==> config.mk <==
export PLATFORM = sky130hd
export DESIGN_NAME = duty_cycle_usage_limiter
export DESIGN_NICKNAME = d
export VERILOG_FILES = /design/src/hw/rtl/dcul_pkg.sv /design/src/hw/rtl/duty_cycle_usage_limiter.sv /design/src/hw/rtl/dcul_mul.sv /design/src/hw/rtl/dcul_div.sv
export SDC_FILE = /design/constraint.sdc
export NUM_CORES = 1
export LEC_CHECK = 0
export ABC_AREA = 1
export BUFFER_PORTS_ARGS = -buffer_cell sky130_fd_sc_hd__buf_2
export CELL_PAD_IN_SITES_DETAIL_PLACEMENT = 0
export CELL_PAD_IN_SITES_GLOBAL_PLACEMENT = 1
export CORE_MARGIN = 8
export CORE_UTILIZATION = 47
export DETAILED_ROUTE_END_ITERATION = 7
export GPL_TIMING_DRIVEN = 1
export PLACE_DENSITY_LB_ADDON = 0.3
export SYNTH_ARGS = -nofsm -noshare
export SYNTH_HDL_FRONTEND = slang
export SYNTH_HIERARCHICAL = 1
export SYNTH_SLANG_ARGS = --single-unit
==> constraint.sdc <==
create_clock -name clk -period 13.6 [get_ports clk]
set_input_delay 2.04 -clock clk [delete_from_list [all_inputs] [get_ports clk]]
set_output_delay 2.04 -clock clk [all_outputs]
set_load 0.005 [all_outputs]
==> src/hw/rtl/dcul_pkg.sv <==
// Shared widths, constants and unit status type for the duty-cycle usage limiter.
`timescale 1ns / 1ps

package dcul_pkg;

  localparam int USAGE_W     = 24;
  localparam int LOAD_W      = 24;
  localparam int JIT_W       = 10;
  localparam int RATIO_W     = 32;
  localparam int TIME_W      = 29;
  localparam int CFG_W       = 24;
  localparam int CORE_W      = 8;
  localparam int CFG_IDX_W   = 1;
  localparam int IN_TDATA_W  = 64;
  localparam int IN_TUSER_W  = 2;
  localparam int OUT_TDATA_W = 96;

  // register indexes
  localparam logic [CFG_IDX_W-1:0] REG_USAGE_LIMIT = 1'b0;
  localparam logic [CFG_IDX_W-1:0] REG_CORE_COUNT  = 1'b1;

  localparam logic [RATIO_W-1:0] RATIO_MAX = 32'hFFFF_FFFF;
  localparam logic [TIME_W-1:0]  TIME_MAX  = 29'h1FFF_FFFF;

  localparam int BASE_SLOT_US = 100000;
  localparam int SLOT_FRAC    = 8;     // slot held in Q19.8 microseconds

  localparam logic [JIT_W-1:0] JIT_MOD = 10'd1001;
  localparam int JIT_BASE      = 9500;
  // slot_q8 * scale / 2560 is done as a shift by 9 and a divide by 5
  localparam int NS_SHIFT      = 9;
  localparam int NS_DIV        = 5;
  localparam int SMOOTH_DIV    = 10;

  typedef struct packed {
    logic busy;
    logic done;
  } unit_stat_t;

endpackage

==> src/hw/rtl/duty_cycle_usage_limiter.sv <==
// Top level of the duty-cycle usage limiter: sequencer, state and output register.
//
//  channel | dir | handshake              | payload
//  --------+-----+------------------------+------------------------------------------
//  in_     | in  | in_tvalid / in_tready  | in_tdata: usage, load, jitter; in_tuser: flags
//  out_    | out | out_tvalid / out_tready| out_tdata: work, sleep, duty ratio, resume
//  cfg_    | in  | cfg_we                 | cfg_index, cfg_wdata (usage limit, core count)
//
// One beat at a time goes through a bit-serial multiplier and a restoring divider,
// one bit per cycle each.
// A register write reloads the duty ratio through the divider, during which no beat
// is taken. No clearing pass after reset.
// A result waits in the output register; the next beat is taken meanwhile.
`timescale 1ns / 1ps

module duty_cycle_usage_limiter
  import dcul_pkg::*;
#(
  parameter int MIN_SLOT_US   = 100000,
  parameter int MAX_SLOT_US   = 500000,
  parameter int FRACTION_BITS = 16
) (
  input  logic                   clk,
  input  logic                   rst_n,
  // configuration
  input  logic                   cfg_we,
  input  logic [CFG_IDX_W-1:0]   cfg_index,
  input  logic [CFG_W-1:0]       cfg_wdata,
  // input stream
  input  logic                   in_tvalid,
  output logic                   in_tready,
  // [23:0] usage_q16, [47:24] load_q16, [57:48] jitter, [63:58] zero
  input  logic [IN_TDATA_W-1:0]  in_tdata,
  // [0] usage_valid, [1] load_ready
  input  logic [IN_TUSER_W-1:0]  in_tuser,
  // result stream
  output logic                   out_tvalid,
  input  logic                   out_tready,
  // [28:0] work_ns, [57:29] sleep_ns, [89:58] duty_ratio_q32,
  // [90] resume, [95:91] zero
  output logic [OUT_TDATA_W-1:0] out_tdata
);

  localparam int     LIM_W     = CORE_W + FRACTION_BITS;
  localparam int     LIMR_W    = CFG_W + 1;
  localparam longint SLOT_LO   = longint'(MIN_SLOT_US) << SLOT_FRAC;
  localparam longint SLOT_HI   = longint'(MAX_SLOT_US) << SLOT_FRAC;
  localparam longint SLOT_BASE = longint'(BASE_SLOT_US) << SLOT_FRAC;
  localparam longint SLOT_MAX  = (SLOT_HI > SLOT_BASE) ? SLOT_HI : SLOT_BASE;
  localparam int     SLOT_W    = $clog2(SLOT_MAX + 1);
  localparam int     S10_W     = SLOT_W + 4;
  localparam int     NS_W      = SLOT_W + 3;
  localparam int     NSD_W     = SLOT_W + 5;
  localparam int     LD_W      = S10_W + LOAD_W - FRACTION_BITS;
  localparam int     CL_W      = LIM_W + RATIO_W - FRACTION_BITS;
  localparam int     MA_W      = (LIM_W > S10_W) ? LIM_W : S10_W;
  localparam int     PW        = MA_W + RATIO_W;
  localparam int     DV_A      = (CL_W > RATIO_W) ? CL_W : RATIO_W;
  localparam int     DV_B      = (LD_W > NSD_W) ? LD_W : NSD_W;
  localparam int     DV_W      = (DV_A > DV_B) ? DV_A : DV_B;
  localparam int     DS_W      = USAGE_W;
  localparam int     DCNT_W    = $clog2(DV_W + 1);
  localparam int     TW        = (NS_W > TIME_W) ? NS_W : TIME_W;
  localparam int     CW        = (LIM_W > LIMR_W) ? LIM_W : LIMR_W;

  localparam logic [4:0] ST_IDLE    = 5'd0;
  localparam logic [4:0] ST_R_MUL   = 5'd1;
  localparam logic [4:0] ST_R_MUL_W = 5'd2;
  localparam logic [4:0] ST_R_DIV   = 5'd3;
  localparam logic [4:0] ST_R_DIV_W = 5'd4;
  localparam logic [4:0] ST_L_CHK   = 5'd5;
  localparam logic [4:0] ST_L_MUL   = 5'd6;
  localparam logic [4:0] ST_L_MUL_W = 5'd7;
  localparam logic [4:0] ST_L_DIV   = 5'd8;
  localparam logic [4:0] ST_L_DIV_W = 5'd9;
  localparam logic [4:0] ST_S_DIV   = 5'd10;
  localparam logic [4:0] ST_S_DIV_W = 5'd11;
  localparam logic [4:0] ST_N_MUL   = 5'd12;
  localparam logic [4:0] ST_N_MUL_W = 5'd13;
  localparam logic [4:0] ST_N_DIV   = 5'd14;
  localparam logic [4:0] ST_N_DIV_W = 5'd15;
  localparam logic [4:0] ST_W_MUL   = 5'd16;
  localparam logic [4:0] ST_W_MUL_W = 5'd17;
  localparam logic [4:0] ST_OUT     = 5'd18;
  localparam logic [4:0] ST_C_DIV   = 5'd19;
  localparam logic [4:0] ST_C_DIV_W = 5'd20;

  // control state
  logic [4:0]         state_r, state_nxt;
  logic [RATIO_W-1:0] duty_r, duty_nxt;
  logic [SLOT_W-1:0]  slot_r, slot_nxt;
  logic               started_r, started_nxt;
  logic               susp_r, susp_nxt;
  logic [LIMR_W-1:0]  lim_r, lim_nxt;
  logic [CORE_W-1:0]  cores_r, cores_nxt;
  logic               out_valid_r, out_valid_nxt;

  // beat payload and intermediates
  logic [USAGE_W-1:0] u_r, u_nxt;
  logic               lr_r, lr_nxt;
  logic [LOAD_W-1:0]  ld_r, ld_nxt;
  logic [JIT_W-1:0]   jit_r, jit_nxt;
  logic [SLOT_W-1:0]  nw_r, nw_nxt;
  logic [NS_W-1:0]    sns_r, sns_nxt;
  logic [TIME_W-1:0]  out_work_r, out_work_nxt;
  logic [TIME_W-1:0]  out_sleep_r, out_sleep_nxt;
  logic [RATIO_W-1:0] out_ratio_r, out_ratio_nxt;
  logic               out_resume_r, out_resume_nxt;

  // arithmetic units
  logic               mul_start;
  logic [MA_W-1:0]    mul_a;
  logic [RATIO_W-1:0] mul_b;
  logic [PW-1:0]      mul_prod;
  unit_stat_t         mul_st;
  logic               div_start;
  logic [DV_W-1:0]    div_num;
  logic [DS_W-1:0]    div_den;
  logic [DS_W-1:0]    div_rem;
  logic [DCNT_W-1:0]  div_steps;
  logic [DV_W-1:0]    div_quo;
  unit_stat_t         div_st;

  // derived values
  logic [CORE_W-1:0]  cores_eff;
  logic [LIM_W-1:0]   lim_top;
  logic [CW-1:0]      lim_sel;
  logic [LIM_W-1:0]   eff_lim;
  logic [USAGE_W-1:0] u_eff;
  logic [MA_W-1:0]    prod_hi;
  logic [CORE_W+1:0]  cores_x3;
  logic [JIT_W-1:0]   jit_in;
  logic [DV_W-1:0]    nw_lo, nw_hi;
  logic [NS_W-1:0]    wk_raw, wk_min, wk, sns_m1, sl;
  logic               mul_fin, div_fin;

  dcul_mul #(
    .A_W (MA_W),
    .B_W (RATIO_W)
  ) u_mul (
    .clk   (clk),
    .rst_n (rst_n),
    .start (mul_start),
    .a     (mul_a),
    .b     (mul_b),
    .prod  (mul_prod),
    .stat  (mul_st)
  );

  dcul_div #(
    .N_W (DV_W),
    .D_W (DS_W)
  ) u_div (
    .clk      (clk),
    .rst_n    (rst_n),
    .start    (div_start),
    .num      (div_num),
    .den      (div_den),
    .rem_init (div_rem),
    .steps    (div_steps),
    .quo      (div_quo),
    .stat     (div_st)
  );

  assign mul_fin = mul_st.done && !mul_st.busy;
  assign div_fin = div_st.done && !div_st.busy;

  // effective limit: clamped to [1 LSB, cores << F]
  assign cores_eff = (cores_r == '0) ? CORE_W'(1) : cores_r;
  assign lim_top   = LIM_W'(cores_eff) << FRACTION_BITS;
  always_comb begin
    lim_sel = (CW'(lim_r) > CW'(lim_top)) ? CW'(lim_top) : CW'(lim_r);
    if (lim_sel == '0) begin
      lim_sel = CW'(1);
    end
  end
  assign eff_lim  = LIM_W'(lim_sel);
  assign u_eff    = (u_r == '0) ? USAGE_W'(1) : u_r;
  assign prod_hi  = mul_prod[PW-1:RATIO_W];
  assign cores_x3 = ({2'b00, cores_eff} << 1) + {2'b00, cores_eff};
  assign jit_in   = in_tdata[57:48];
  assign nw_lo    = (div_quo < DV_W'(SLOT_LO)) ? DV_W'(SLOT_LO) : div_quo;
  assign nw_hi    = (nw_lo > DV_W'(SLOT_HI)) ? DV_W'(SLOT_HI) : nw_lo;

  // work = slot_ns * ratio >> 32, kept in [1, slot_ns - 1]
  assign wk_raw = prod_hi[NS_W-1:0];
  assign wk_min = (wk_raw == '0) ? NS_W'(1) : wk_raw;
  assign sns_m1 = sns_r - NS_W'(1);
  assign wk     = (wk_min > sns_m1) ? sns_m1 : wk_min;
  assign sl     = sns_r - wk;

  assign in_tready = (state_r == ST_IDLE);

  always_comb begin
    state_nxt      = state_r;
    duty_nxt       = duty_r;
    slot_nxt       = slot_r;
    started_nxt    = started_r;
    susp_nxt       = susp_r;
    lim_nxt        = lim_r;
    cores_nxt      = cores_r;
    out_valid_nxt  = out_valid_r && !out_tready;
    u_nxt          = u_r;
    lr_nxt         = lr_r;
    ld_nxt         = ld_r;
    jit_nxt        = jit_r;
    nw_nxt         = nw_r;
    sns_nxt        = sns_r;
    out_work_nxt   = out_work_r;
    out_sleep_nxt  = out_sleep_r;
    out_ratio_nxt  = out_ratio_r;
    out_resume_nxt = out_resume_r;
    mul_start      = 1'b0;
    mul_a          = '0;
    mul_b          = '0;
    div_start      = 1'b0;
    div_num        = '0;
    div_den        = '0;
    div_rem        = '0;
    div_steps      = '0;

    case (state_r)
      ST_IDLE: begin
        if (in_tvalid) begin
          lr_nxt    = in_tuser[1];
          u_nxt     = in_tdata[23:0];
          ld_nxt    = in_tdata[47:24];
          jit_nxt   = (jit_in >= JIT_MOD) ? (jit_in - JIT_MOD) : jit_in;
          state_nxt = in_tuser[0] ? ST_R_MUL : ST_L_CHK;
        end
      end
      ST_R_MUL: begin
        mul_start = 1'b1;
        mul_a     = MA_W'(eff_lim);
        mul_b     = duty_r;
        state_nxt = ST_R_MUL_W;
      end
      ST_R_MUL_W: begin
        if (mul_fin) begin
          state_nxt = ST_R_DIV;
        end
      end
      ST_R_DIV: begin
        // quotient of 2^32 or more saturates; otherwise upper half seeds remainder
        if (prod_hi >= MA_W'(u_eff)) begin
          duty_nxt  = RATIO_MAX;
          state_nxt = ST_L_CHK;
        end else begin
          div_start = 1'b1;
          div_num   = DV_W'(mul_prod[RATIO_W-1:0]) << (DV_W - RATIO_W);
          div_den   = u_eff;
          div_rem   = prod_hi[DS_W-1:0];
          div_steps = DCNT_W'(RATIO_W);
          state_nxt = ST_R_DIV_W;
        end
      end
      ST_R_DIV_W: begin
        if (div_fin) begin
          duty_nxt  = (div_quo[RATIO_W-1:0] == '0) ? RATIO_W'(1) : div_quo[RATIO_W-1:0];
          state_nxt = ST_L_CHK;
        end
      end
      ST_L_CHK: begin
        if (!started_r) begin
          started_nxt = 1'b1;
          state_nxt   = ST_N_MUL;
        end else if (lr_r) begin
          state_nxt = ST_L_MUL;
        end else begin
          state_nxt = ST_N_MUL;
        end
      end
      ST_L_MUL: begin
        mul_start = 1'b1;
        mul_a     = (MA_W'(slot_r) << 3) + (MA_W'(slot_r) << 1);
        mul_b     = RATIO_W'(ld_r);
        state_nxt = ST_L_MUL_W;
      end
      ST_L_MUL_W: begin
        if (mul_fin) begin
          state_nxt = ST_L_DIV;
        end
      end
      ST_L_DIV: begin
        // x / (3c << F) == (x >> F) / 3c
        div_start = 1'b1;
        div_num   = DV_W'(mul_prod[FRACTION_BITS +: LD_W]) << (DV_W - LD_W);
        div_den   = DS_W'(cores_x3);
        div_steps = DCNT_W'(LD_W);
        state_nxt = ST_L_DIV_W;
      end
      ST_L_DIV_W: begin
        if (div_fin) begin
          nw_nxt    = SLOT_W'(nw_hi);
          state_nxt = ST_S_DIV;
        end
      end
      ST_S_DIV: begin
        div_start = 1'b1;
        div_num   = DV_W'((S10_W'(slot_r) << 2) + (S10_W'(slot_r) << 1)
                          + (S10_W'(nw_r) << 2)) << (DV_W - S10_W);
        div_den   = DS_W'(SMOOTH_DIV);
        div_steps = DCNT_W'(S10_W);
        state_nxt = ST_S_DIV_W;
      end
      ST_S_DIV_W: begin
        if (div_fin) begin
          slot_nxt  = SLOT_W'(div_quo);
          state_nxt = ST_N_MUL;
        end
      end
      ST_N_MUL: begin
        mul_start = 1'b1;
        mul_a     = MA_W'(slot_r);
        mul_b     = RATIO_W'(JIT_BASE) + RATIO_W'(jit_r);
        state_nxt = ST_N_MUL_W;
      end
      ST_N_MUL_W: begin
        if (mul_fin) begin
          state_nxt = ST_N_DIV;
        end
      end
      ST_N_DIV: begin
        div_start = 1'b1;
        div_num   = DV_W'(mul_prod[NS_SHIFT +: NSD_W]) << (DV_W - NSD_W);
        div_den   = DS_W'(NS_DIV);
        div_steps = DCNT_W'(NSD_W);
        state_nxt = ST_N_DIV_W;
      end
      ST_N_DIV_W: begin
        if (div_fin) begin
          // tiny slot raised to 2 ns so work and sleep are both non-zero
          sns_nxt   = (div_quo < DV_W'(2)) ? NS_W'(2) : div_quo[NS_W-1:0];
          state_nxt = ST_W_MUL;
        end
      end
      ST_W_MUL: begin
        mul_start = 1'b1;
        mul_a     = MA_W'(sns_r);
        mul_b     = duty_r;
        state_nxt = ST_W_MUL_W;
      end
      ST_W_MUL_W: begin
        if (mul_fin) begin
          state_nxt = ST_OUT;
        end
      end
      ST_OUT: begin
        if (!out_valid_r || out_tready) begin
          out_valid_nxt  = 1'b1;
          out_work_nxt   = (TW'(wk) > TW'(TIME_MAX)) ? TIME_MAX : TIME_W'(wk);
          out_sleep_nxt  = (TW'(sl) > TW'(TIME_MAX)) ? TIME_MAX : TIME_W'(sl);
          out_ratio_nxt  = duty_r;
          out_resume_nxt = susp_r;
          susp_nxt       = 1'b1;
          state_nxt      = ST_IDLE;
        end
      end
      ST_C_DIV: begin
        div_start = 1'b1;
        div_num   = DV_W'({eff_lim, {(RATIO_W - FRACTION_BITS){1'b0}}}) << (DV_W - CL_W);
        div_den   = DS_W'(cores_eff);
        div_steps = DCNT_W'(CL_W);
        state_nxt = ST_C_DIV_W;
      end
      ST_C_DIV_W: begin
        if (div_fin) begin
          if (div_quo > DV_W'(RATIO_MAX)) begin
            duty_nxt = RATIO_MAX;
          end else if (div_quo == '0) begin
            duty_nxt = RATIO_W'(1);
          end else begin
            duty_nxt = div_quo[RATIO_W-1:0];
          end
          state_nxt = ST_IDLE;
        end
      end
      default: begin
        state_nxt = ST_IDLE;
      end
    endcase

    // every write reloads the ratio; a write during a reload restarts it
    if (cfg_we) begin
      case (cfg_index)
        REG_USAGE_LIMIT: begin
          lim_nxt   = {1'b0, cfg_wdata};
          state_nxt = ST_C_DIV;
        end
        REG_CORE_COUNT: begin
          cores_nxt = cfg_wdata[CORE_W-1:0];
          state_nxt = ST_C_DIV;
        end
        default: begin
        end
      endcase
    end
  end

  always_ff @(posedge clk) begin
    if (!rst_n) begin
      state_r     <= ST_IDLE;
      duty_r      <= RATIO_MAX;
      slot_r      <= SLOT_W'(SLOT_BASE);
      started_r   <= 1'b0;
      susp_r      <= 1'b0;
      lim_r       <= LIMR_W'(1) << FRACTION_BITS;
      cores_r     <= CORE_W'(1);
      out_valid_r <= 1'b0;
    end else begin
      state_r     <= state_nxt;
      duty_r      <= duty_nxt;
      slot_r      <= slot_nxt;
      started_r   <= started_nxt;
      susp_r      <= susp_nxt;
      lim_r       <= lim_nxt;
      cores_r     <= cores_nxt;
      out_valid_r <= out_valid_nxt;
    end
  end

  always_ff @(posedge clk) begin
    u_r          <= u_nxt;
    lr_r         <= lr_nxt;
    ld_r         <= ld_nxt;
    jit_r        <= jit_nxt;
    nw_r         <= nw_nxt;
    sns_r        <= sns_nxt;
    out_work_r   <= out_work_nxt;
    out_sleep_r  <= out_sleep_nxt;
    out_ratio_r  <= out_ratio_nxt;
    out_resume_r <= out_resume_nxt;
  end

  assign out_tvalid = out_valid_r;
  assign out_tdata  = {5'b00000, out_resume_r, out_ratio_r, out_sleep_r, out_work_r};

endmodule

==> src/hw/rtl/dcul_mul.sv <==
// Bit-serial shift-and-add multiplier, one multiplier bit per cycle.
`timescale 1ns / 1ps

module dcul_mul
  import dcul_pkg::*;
#(
  parameter int A_W = 32,
  parameter int B_W = 32
) (
  input  logic             clk,
  input  logic             rst_n,
  input  logic             start,
  input  logic [A_W-1:0]   a,
  input  logic [B_W-1:0]   b,
  output logic [A_W+B_W-1:0] prod,
  output unit_stat_t       stat
);

  localparam int CNT_W = $clog2(B_W + 1);

  logic [A_W-1:0]   a_r;
  logic [A_W-1:0]   hi_r, hi_nxt;
  logic [B_W-1:0]   lo_r, lo_nxt;
  logic [CNT_W-1:0] cnt_r, cnt_nxt;
  logic             done_r, done_nxt;
  logic [A_W:0]     sum;

  // partial sum only spans the multiplicand; product shifts down into lo_r
  assign sum = {1'b0, hi_r} + (lo_r[0] ? {1'b0, a_r} : {(A_W + 1){1'b0}});

  always_comb begin
    hi_nxt   = hi_r;
    lo_nxt   = lo_r;
    cnt_nxt  = cnt_r;
    done_nxt = 1'b0;
    if (start) begin
      hi_nxt  = '0;
      lo_nxt  = b;
      cnt_nxt = CNT_W'(B_W);
    end else if (cnt_r != '0) begin
      hi_nxt   = sum[A_W:1];
      lo_nxt   = {sum[0], lo_r[B_W-1:1]};
      cnt_nxt  = cnt_r - CNT_W'(1);
      done_nxt = (cnt_r == CNT_W'(1));
    end
  end

  always_ff @(posedge clk) begin
    if (!rst_n) begin
      cnt_r  <= '0;
      done_r <= 1'b0;
    end else begin
      cnt_r  <= cnt_nxt;
      done_r <= done_nxt;
    end
  end

  always_ff @(posedge clk) begin
    if (start) begin
      a_r <= a;
    end
    hi_r <= hi_nxt;
    lo_r <= lo_nxt;
  end

  assign prod      = {hi_r, lo_r};
  assign stat.busy = (cnt_r != '0);
  assign stat.done = done_r;

endmodule

==> src/hw/rtl/dcul_div.sv <==
// Restoring divider, one quotient bit per cycle, dividend given left aligned.
`timescale 1ns / 1ps

module dcul_div
  import dcul_pkg::*;
#(
  parameter int N_W = 48,
  parameter int D_W = 24
) (
  input  logic                       clk,
  input  logic                       rst_n,
  input  logic                       start,
  input  logic [N_W-1:0]             num,
  input  logic [D_W-1:0]             den,
  input  logic [D_W-1:0]             rem_init,
  input  logic [$clog2(N_W+1)-1:0]   steps,
  output logic [N_W-1:0]             quo,
  output unit_stat_t                 stat
);

  localparam int CNT_W = $clog2(N_W + 1);

  logic [N_W-1:0]   num_r, num_nxt;
  logic [N_W-1:0]   quo_r, quo_nxt;
  logic [D_W-1:0]   den_r;
  logic [D_W-1:0]   rem_r, rem_nxt;
  logic [CNT_W-1:0] cnt_r, cnt_nxt;
  logic             done_r, done_nxt;
  logic [D_W:0]     trial, diff;
  logic             ge;

  // remainder stays below the divisor, so the trial value needs one extra bit
  assign trial = {rem_r, num_r[N_W-1]};
  assign ge    = (trial >= {1'b0, den_r});
  assign diff  = trial - {1'b0, den_r};

  always_comb begin
    num_nxt  = num_r;
    quo_nxt  = quo_r;
    rem_nxt  = rem_r;
    cnt_nxt  = cnt_r;
    done_nxt = 1'b0;
    if (start) begin
      num_nxt = num;
      quo_nxt = '0;
      rem_nxt = rem_init;
      cnt_nxt = steps;
    end else if (cnt_r != '0) begin
      num_nxt  = {num_r[N_W-2:0], 1'b0};
      quo_nxt  = {quo_r[N_W-2:0], ge};
      rem_nxt  = ge ? diff[D_W-1:0] : trial[D_W-1:0];
      cnt_nxt  = cnt_r - CNT_W'(1);
      done_nxt = (cnt_r == CNT_W'(1));
    end
  end

  always_ff @(posedge clk) begin
    if (!rst_n) begin
      cnt_r  <= '0;
      done_r <= 1'b0;
    end else begin
      cnt_r  <= cnt_nxt;
      done_r <= done_nxt;
    end
  end

  always_ff @(posedge clk) begin
    if (start) begin
      den_r <= den;
    end
    num_r <= num_nxt;
    quo_r <= quo_nxt;
    rem_r <= rem_nxt;
  end

  assign quo       = quo_r;
  assign stat.busy = (cnt_r != '0);
  assign stat.done = done_r;

endmodule

Yosys cells after proc, flatten, opt, wreduce, memory -nomap -nowiden
Index checks and enable logic that the tools add are counted.

Logic and storage cells: 199. Bits of input ports: 96. Output and inout bits: 98. Register bits after elaboration: 542.

Multiplexer cells: 59. Add/sub/neg operators: 12. Bitwise gates (word level): 4. Order comparisons: 11. Reduce and logical (&&, ||, !) cells: 37. Equality and inequality tests: 45.

Operators by type and width (number): $mux 32 (8); $mux 24 (9); $pmux 40 s5 (1); $pmux 32 s3 (2); $mux 40 (4); $pmux 31 s4 (1); $pmux 24 s5 (1); $pmux 5 s21 (1); $gt 30x29->1 const B (2); $mux 30 (2); $mux 5 (12); $eq 5x4->1 const B (8); $gt 40x27->1 const B (1); $gt 40x32->1 const B (1); $logic_not 40->1 (1); $lt 40x2->1 const B (1); $lt 40x25->1 const B (1); $ne 3x3->1 const B (11); $add 31x32->32 (1); $logic_not 32->1 (1); $add 30x28->31 (1); $add 30x29->31 (1); $ge 31x24->1 (1); $mux 31 (1); other kinds (44) (95).

Logic depth before layout (Yosys ltp)
Word-level depth: 8. Mapped depth: 37. Mapped depth without buffers: 36.

Modules after synthesis
The synthesis kept the hierarchy.

Modules (own cells, without submodules): duty_cycle_usage_limiter (instances 1, sequential area each 8197.9 um2, area each 21630.7 um2, cells an instance 2789); dcul_div (instances 1, sequential area each 3583.4 um2, area each 7329.5 um2, cells an instance 933); dcul_mul (instances 1, sequential area each 2652.5 um2, area each 6429.9 um2, cells an instance 920).

Least setup slack after synthesis
No wires, ideal clock.

Kind: input to register. Start: input out_tready. End: register out_ratio_r[0], enable pin. Arrival time: 10.810 ns. Data required time: 12.833 ns. Library setup time: 0.767 ns. Path slack: 2.022 ns. Path buffers: 0. Stages: 2. Cells stage by stage: nor2_1 nor4_1.

Cells in the longest elaborated chain, start to end: 2.

Ends and longest elaborated chain: start, declared (RTL line duty_cycle_usage_limiter.sv:38) `input logic out_tready,`; $logic_or 1x1->1 (RTL line duty_cycle_usage_limiter.sv:349) `if (!out_valid_r || out_tready) begin`; $reduce_and 2->1 (no source line); end signal, assigned (RTL line duty_cycle_usage_limiter.sv:431) `out_ratio_r <= out_ratio_nxt;`; end, declared (RTL line duty_cycle_usage_limiter.sv:107) `logic [RATIO_W-1:0] out_ratio_r, out_ratio_nxt;`.

Every way passes these cells. A chain may end at the register's enable or synchronous reset.

Final worst setup path
Start: register sns_r[1]. End: register out_sleep_r[20], data pin.

Cells in the longest elaborated chain, start to end: 5.

Ends and longest elaborated chain: start, declared (RTL line duty_cycle_usage_limiter.sv:104) `logic [NS_W-1:0] sns_r, sns_nxt;`; start signal, assigned (RTL line duty_cycle_usage_limiter.sv:428) `sns_r <= sns_nxt;`; $sub 30x1->30 * (RTL line duty_cycle_usage_limiter.sv:188) `assign sns_m1 = sns_r - NS_W'(1);`; $gt 30x30->1 * (RTL line duty_cycle_usage_limiter.sv:189) `assign wk = (wk_min > sns_m1) ? sns_m1 : wk_min;`; $mux 30 * (RTL line duty_cycle_usage_limiter.sv:189); via wk[0] (RTL line duty_cycle_usage_limiter.sv:134) `logic [NS_W-1:0] wk_raw, wk_min, wk, sns_m1, sl;`; $sub 30x30->30 * (RTL line duty_cycle_usage_limiter.sv:190) `assign sl = sns_r - wk;`; $gt 30x29->1 (RTL line duty_cycle_usage_limiter.sv:352) `out_sleep_nxt = (TW'(sl) > TW'(TIME_MAX)) ? TIME_MAX : TIME_W'(sl);`; end signal, assigned (RTL line duty_cycle_usage_limiter.sv:430) `out_sleep_r <= out_sleep_nxt;`; end, declared (RTL line duty_cycle_usage_limiter.sv:106) `logic [TIME_W-1:0] out_sleep_r, out_sleep_nxt;`.

The timed path passes the listed nets; every way through them passes the cells marked *.

==> summary.txt <==
Outcome: finished, final reports clean
Max VDD drop: 0.176 mV
Worst slack, placed: 6.13 ns
H-tree depth: 2
Clk sinks: 542
Placeable core area: 74400 µm²
# Max-Cap Violations: 0
HPWL Detailed: 89800 µm
Post-synthesis cell count: 4642
Routability cong.: 0.970
Die H: 290 µm
Sequential area share after synthesis: 40.8%
CTS tree: built
Count of final hold-check violations: 0
Fin. max-slew vios: 0
I/O pin count: 194
Max frequency: 132 MHz
Worst r2r src: sns_r[1]
RSZ-0062 raised after global routing: false
Worst-margin pin slew: 1.28 ns
Wire length per cell: 20.2 µm
Routed Antenna Nets: 0
Reg2reg end: out_sleep_r[20]
Min Tclk post-route: 7.56 ns
TritonCTS buffer count: 59
Crit Path Class: register to register
Die X: 290 µm
# rows: 100
Register-to-register setup slack: 6.04 ns
Global-route wire length before repair: 175000 µm
R2R cell count: 36
P per Cell Area: 203 nW/µm²
Largest net degree at the start of global routing: 79
Router iterations before antenna repair: 7
Clk_lat worst skew: 0.67 ns
Post-CTS Setup Bufs: 0
Gr usage total: 26.5%
Worst EP arrival: 7.89 ns
Post-synth ARST share: 0%
Vias per cell: 5.44
Area grow syn2layout: 10.1%
Worst rel slew slack: 14.0%
Synthesized cell area: 35400 µm²
Fin crit share: 55.6%
Worst Path Buf+Inv: 5
Worst Hold Class: register to register
Port-buffer cells: 182
Finish-stage setup viols: 0
Starting Density: 47.5%
Clk pin slew, worst setup/hold paths: 0.07 ns
Total number of vias: 31.3k
Critical path required time: 13.94 ns
Fillers: 7353
Crit end category: register
Root Driver: clkbuf_16
CP top delay family: simple AND/OR/NAND/NOR gates
Slowest CP cell: edfxtp_1
Worst Hold Endpoint: out_resume_r
Die Area: 84300 µm²
Worst hold slack: 0.434 ns
Vias in the first global route: 29.7k
Initial DRC count: 2616
Post_cts resized: 0
Share of layout cells above drive strength 1: 8.46%
Final nets: 5070
Synth cell types: 70
Drc violations: 0
Ys flop type: edfxtp_1
Synthesized flop and latch total: 542
Worst Skew: 0.0571 ns
Synth Area per Inst: 7.62 µm²
Post-route setup slack: 6.04 ns
Static Leak: 18.0 nW
Antenna violations before repair: 1
Most frequent CP cell: nand2_1
Aggregate routed wire length: 116000 µm
Clock buffer depth: 3
Hold depth: 0
Hold_sp: susp_r
Slowest Stage Delay on Critical Path: 0.62 ns
Synth warn: 6
GRT Residual Overflow: 0
Post-CTS Hold Fix Bufs: 0
TNS Setup: 0 ns
Number of synthesized flops with an enable pin: 358
Startpoint Class: register
CP Max Fanout: 54
-- metrics by stage --
stage | area [µm²] | instances | total power [mW] | utilization, %
floorplan | 35400 | 4647 | 5.25 | -
global placement | 37000 | 5635 | 6.21 | 49.6
detailed placement | 37000 | 5635 | 6.24 | 49.6
CTS | 39000 | 5746 | 7.93 | 52.3
global route | 39000 | 5746 | 8.50 | 52.3
finish | 39000 | 5747 | 7.93 | 52.3
-- how the worst max path moves through the flow --
| stage | slack (ns) | depth (start not counted) | from | endpoint |
|---|---|---|---|---|
| 2_1_floorplan | 2.02 | 2 | out_tready | out_ratio_r[0] |
| 3_3_place_gp | 6.19 | 36 | sns_r[1] | out_sleep_r[20] |
| 3_5_place_dp | 6.13 | 36 | sns_r[1] | out_sleep_r[20] |
| 4_1_cts | 6.04 | 36 | sns_r[1] | out_sleep_r[20] |
| 5_1_grt | 5.34 | 36 | sns_r[1] | out_sleep_r[20] |
| 6_report | 6.04 | 36 | sns_r[1] | out_sleep_r[20] |
-- synthesized netlist by cell type (all sizes together), types with 10 or more instances --
library cell,number,area (µm²)
fa,31,621
nand3,275,1430
o211ai,33,248
a31oi,17,106
or2,10,62.6
dfxtp,184,3680
o22ai,61,382
buf,43,307
inv,672,2520
a22o,11,96.3
o21a,11,82.6
nor4,22,138
o21ai,261,1310
nor2,455,1800
xnor2,36,315
o2111ai,27,236
a22oi,12,90.1
nand3b,29,230
o21bai,16,128
clkbuf,155,582
edfxtp,358,10800
a21oi,263,1320
nor3,44,258
nand2,1226,4650
nand4,55,344
ha,216,2700
xor2,57,507
-- cell usage in the layout, fill, tap and decap left out, types with 56 or more instances in the layout --
cell,netlist,routed
a21oi_1,261,261
edfxtp_1,358,358
nor2_1,440,435
xor2_1,56,56
dfxtp_1,184,184
o22ai_1,61,61
nand2_1,1207,1206
clkbuf_16,0,59
nand3_1,266,265
inv_1,663,661
buf_2,17,182
ha_1,216,216
o21ai_0,253,253
-- kinds of logic (layout without fill, tap and decap cells) --
| family | after synthesis | in the layout | share of synthesized area (%) |
|---|---|---|---|
| simple gates | 2119 | 2119 | 25.2 |
| buf+inv | 876 | 1006 | 9.70 |
| compound gates | 764 | 764 | 12.6 |
| flops | 542 | 542 | 40.8 |
| fa+ha+maj | 247 | 247 | 9.39 |
| xor+xnor | 93 | 93 | 2.32 |
| other cells | 1 | 7 | 0.0106 |
-- cell type report --
type	count	area, µm²	share of cell area, %
Multi-Input combinational cell	3229	17600	45.2
Sequential cell	542	14400	37.0
Inverter	678	2550	6.53
Clock buffer	68	1540	3.95
Tap cell	969	1210	3.11
Timing Repair Buffer	217	1170	3.01
Clock inverter	43	467	1.20
Antenna cell	1	2.50	0.00642
-- registers in the layout (all words and copies together) (netlist names), 5 cells and up --
register     count
u_mul/cnt_r      6
cores_r          8
ld_r            24
out_sleep_r     29
nw_r            27
u_mul/lo_r      32
u_mul/a_r       31
sns_r           30
jit_r           10
u_div/den_r     24
state_r          5
u_div/num_r     40
u_div/cnt_r      6
out_work_r      29
u_r             24
lim_r           24
u_div/quo       40
slot_r          27
u_div/rem_r     24
duty_r          32
out_ratio_r     32
u_mul/hi_r      31
-- power by group --
part | leakage [nW] | total (mW) | internal [mW] | switching, mW
logic | 12.2 | 3.54 | 1.13 | 2.40
registers | 4.89 | 2.71 | 2.35 | 0.362
clock network | 0.977 | 1.68 | 0.940 | 0.737
total | 18.0 | 7.93 | 4.42 | 3.50
-- layer usage --
| layer | vias up | wire length [µm] | global-route usage [%] |
|---|---|---|---|
| li1 | 15500 | - | - |
| met1 | 14600 | 51100 | 35.0 |
| met2 | 988 | 53100 | 44.1 |
| met3 | 196 | 7220 | 3.65 |
| met4 | 2 | 4680 | 9.71 |
| met5 | - | 13 | 0 |
Note: power is estimated with default switching activity, not from simulation.
